==> config.mk <==
export PLATFORM = sky130hd
export DESIGN_NAME = ivs_ctrl
export DESIGN_NICKNAME = d
export VERILOG_FILES = /design/src/sv/ivs_pkg.sv /design/src/sv/ivs_ctrl.sv
export SDC_FILE = /design/constraint.sdc
export NUM_CORES = 1
export LEC_CHECK = 0
export CAP_MARGIN = 25
export CELL_PAD_IN_SITES_DETAIL_PLACEMENT = 0
export CELL_PAD_IN_SITES_GLOBAL_PLACEMENT = 1
export CORE_AREA = 5 5 42 44
export CTS_CLUSTER_DIAMETER = 80
export CTS_CLUSTER_SIZE = 25
export DETAILED_ROUTE_END_ITERATION = 12
export DIE_AREA = 0 0 47 49
export DONT_BUFFER_PORTS = 1
export PLACE_DENSITY = 0.43
export SLEW_MARGIN = 30
export SYNTH_ARGS = -nofsm -noshare
export SYNTH_HDL_FRONTEND = slang
export SYNTH_SLANG_ARGS = --single-unit
export TNS_END_PERCENT = 100
==> constraint.sdc <==
create_clock -name clk -period 2.2 [get_ports clk]
set_clock_uncertainty 0.1 [all_clocks]
set_input_delay 0.66 -clock clk [delete_from_list [all_inputs] [get_ports clk]]
set_output_delay 0.66 -clock clk [all_outputs]
set_load 0.02 [all_outputs]
==> src/sv/ivs_pkg.sv <==
// Package with the item types, action codes and control structs of the vector store.
`default_nettype none
package ivs_pkg;

  // Field widths of the item formats.
  localparam int IDX_W  = 11;
  localparam int DATA_W = 64;
  localparam int ACT_W  = 3;

  // Default number of entries in the store.
  localparam int CAPACITY_DEF = 1024;

  // Action codes.
  localparam logic [ACT_W-1:0] ACT_PUSH   = 3'd0;
  localparam logic [ACT_W-1:0] ACT_POP    = 3'd1;
  localparam logic [ACT_W-1:0] ACT_INSERT = 3'd2;
  localparam logic [ACT_W-1:0] ACT_GET    = 3'd3;
  localparam logic [ACT_W-1:0] ACT_SET    = 3'd4;
  localparam logic [ACT_W-1:0] ACT_RESIZE = 3'd5;

  // Status codes.
  localparam logic STATUS_OK  = 1'b0;
  localparam logic STATUS_ERR = 1'b1;

  // One input item.
  typedef struct packed {
    logic [ACT_W-1:0]  action;
    logic [IDX_W-1:0]  index;
    logic [DATA_W-1:0] item_value;
  } ivs_in_t;

  // One result item.
  typedef struct packed {
    logic              status;
    logic [DATA_W-1:0] read_value;
    logic [IDX_W-1:0]  fill_count;
  } ivs_out_t;

  // Commands from the controller to the datapath.
  typedef struct packed {
    logic accept;
    logic clr_en;
    logic shift_en;
    logic ins_wr;
  } ivs_cmd_t;

  // Status from the datapath to the controller.
  typedef struct packed {
    logic clr_done;
    logic shift_start;
    logic shift_last;
  } ivs_sts_t;

endpackage
`default_nettype wire

==> src/sv/ivs_ctrl.sv <==
// Controller state machine of the vector store: clearing pass, idle and insert shift.
`default_nettype none
module ivs_ctrl (
  input  wire logic             clk,
  input  wire logic             rst_n,
  input  wire logic             start,
  output logic                  busy,
  input  wire ivs_pkg::ivs_sts_t sts,
  output ivs_pkg::ivs_cmd_t     cmd
);
  import ivs_pkg::*;

  localparam logic [1:0] ST_CLEAR = 2'd0;
  localparam logic [1:0] ST_IDLE  = 2'd1;
  localparam logic [1:0] ST_SHIFT = 2'd2;
  localparam logic [1:0] ST_INSWR = 2'd3;

  logic [1:0] state_r;
  logic [1:0] state_nxt;

  // Items are taken only in the idle state.
  assign busy = (state_r != ST_IDLE);

  // Next state and commands.
  always_comb begin
    state_nxt    = state_r;
    cmd          = '0;
    case (state_r)
      ST_CLEAR: begin
        cmd.clr_en = 1'b1;
        if (sts.clr_done) begin
          state_nxt = ST_IDLE;
        end
      end
      ST_IDLE: begin
        cmd.accept = start;
        if (start && sts.shift_start) begin
          state_nxt = ST_SHIFT;
        end
      end
      ST_SHIFT: begin
        cmd.shift_en = 1'b1;
        if (sts.shift_last) begin
          state_nxt = ST_INSWR;
        end
      end
      ST_INSWR: begin
        cmd.ins_wr = 1'b1;
        state_nxt  = ST_IDLE;
      end
      default: begin
        state_nxt = ST_CLEAR;
      end
    endcase
  end

  // State register; reset starts the clearing pass.
  always_ff @(posedge clk) begin
    if (!rst_n) begin
      state_r <= ST_CLEAR;
    end else begin
      state_r <= state_nxt;
    end
  end

endmodule
`default_nettype wire

==> metrics.txt <==
Wirelength per Cell=10.0 um; Root Driver=clkbuf_4; CTS clk-pin slew, worst paths=approximately 0.03 ns; first-pass GRT wire length=614 um; most flop-heavy register=state_r; syn nets=31; die area=around 2300 um2; H-tree depth=1; Core Area=1400 um2; synth-to-layout area growth=24.6%; final wirelength=400 um; largest net degree at the start of global routing=5; reg2reg end=state_r[1]; max reg flops=2; average cell area after synthesis=roughly 8.2 um2; final setup vio count=0; hold_sp=state_r[1]; Pleak=0.000103 uW; status=complete, no violations; Die Ht=49 um; Peak VDD IR=520 uV; register area share after synthesis=0.232; RSZ-0062 raised after global routing=false; # Post-CTS Setup Buffers=0; Final Max Slew Viols=0; IO Count=11; Max-cap violations=0; CP arrival=1.11 ns; Num CTS Buffers=3; grt ovf=0; Final Hold Fails=0; Worst Hold End=state_r[1]; FF+latch area=40.0 um2; Req. time, crit path=1.44 ns; Yosys reg bits=2; Via density=3.80; Critical Path Sink Type=output pin; crit start category=flip-flop; diode count=0; setup_tns=0 ns; number of antenna violations at the first check in global routing=0; Worst slew margin=0.696; starting density of the core=0.123; Power Total=336 uW; layout cells sized above 1=0.125; largest registers=state_r x2; fin nets=36; Clock Sinks=2; Post-DRT Antenna Nets=0; DRC Markers=0; reg-to-reg critical path startpoint=state_r[0]; die width=47 um; most frequent cells in the layout=inv_1, nand2_1, ha_1, clkbuf_4, dfxtp_1; CTS tree=built; total number of vias=152; Final period util=0.848; vias in the first global route=158; R2R Setup Slk=0.54 ns; Synth warnings=0; I/O Buffers=0; Total GRT Usage=0.0429; slowest CP cell=dfxtp_1; router iterations before antenna repair=4; FMAX=536 MHz; Power Density=1560 nW/um2; synthesized area=173 um2; r2r worst-path depth=4; slowest stage delay, CP=0.36 ns; Cell variety after synth=10; multi-input logic area=approximately 110 um2; GP Congestion=0.644; Resized Gates After CTS=0; worst hold path depth=2; starting DRC count in detailed routing=14; min Tclk post-route=between 1.5 and 2 ns; Hold-fix buffers, CTS=0; DP Wirelength=326 um; hold crit path type=reg2reg; Max clock buf depth=2; Final Util=0.154; Fill cells=around 170; row cnt=14; critical path, cell by cell=inv_1 -> ha_1 -> and2_1; Skew-Pair Late Insertion Delay=0.22 ns; Least-Margin Pin Slew=0.455 ns; worst setup path class=reg2out; most common cell after layout, fill and taps aside=inv_1; Synth Instances=21; Crit Path Max Fanout=4
-- critical path, delay by kind of cell (launching register included) --
kind | cells | cell delay (ns)
flip-flops | 1 | 0.36
buffers and inverters | 1 | 0.08
AND/OR/NAND/NOR | 1 | 0.22
adder cells (fa/ha/maj) | 1 | 0.23
-- cells in the mapped netlist (all sizes together) --
library cell  count  area share
inv               5        0.11
ha                4        0.29
nand2             4       0.087
dfxtp             2        0.23
a222oi            1       0.058
a22oi             1       0.043
and2              1       0.036
mux2i             1       0.058
nor2b             1       0.036
o2bb2ai           1       0.051
-- area by class of cell --
type	count	area share
Inverter	5	0.0872
Clock buffer	3	0.105
Sequential cell	2	0.186
Multi-Input combinational cell	14	0.529
Tap cell	16	0.0930
-- cell families (layout without fill, tap and decap cells) --
group / count (synthesis) / after routing / share of synthesized area
buf+inv: 5 / 8 / 0.109
compound gates: 3 / 3 / 0.152
simple gates: 6 / 6 / 0.159
fa+ha+maj: 4 / 4 / 0.290
mux: 1 / 1 / 0.0580
flops: 2 / 2 / 0.232
-- through the flow --
stage	cell area, um2	hold slack [ns]	worst slack [ns]	cells
finish	215	0.397	0.333	40
global route	215	0.456	0.246	40
CTS	215	0.406	0.307	40
detailed placement	193	0.401	0.542	37
global placement	193	0.396	0.552	37
floorplan	173	0.368	0.564	21
-- layer usage --
metal / GRT usage / up-vias / share of wire
met1: 0.0459 / 66 / 0.50
met3: 0.0369 / 0 / 0.19
met4: 0.0691 / 0 / 0
li1: - / 75 / -
met5: 0 / - / 0
met2: 0.0339 / 11 / 0.31
-- report_power, final --
group	leakage [uW]	internal, uW	switching, uW
sequential	0.0000166	54.1	18.2
clock	0.0000138	60.1	19.9
combinational	0.0000730	63.5	121
total	0.000103	178	159
-- how the worst max path moves through the flow --
stage                    start    endpoint  cells after the start
floorplan                start      cmd[3]                      1
global placement         start      cmd[3]                      1
detailed placement  state_r[0]  state_r[1]                      4
CTS                 state_r[1]      cmd[3]                      3
global route        state_r[1]      cmd[3]                      3
finish              state_r[1]      cmd[3]                      3
(Power assumes the default switching activity.)
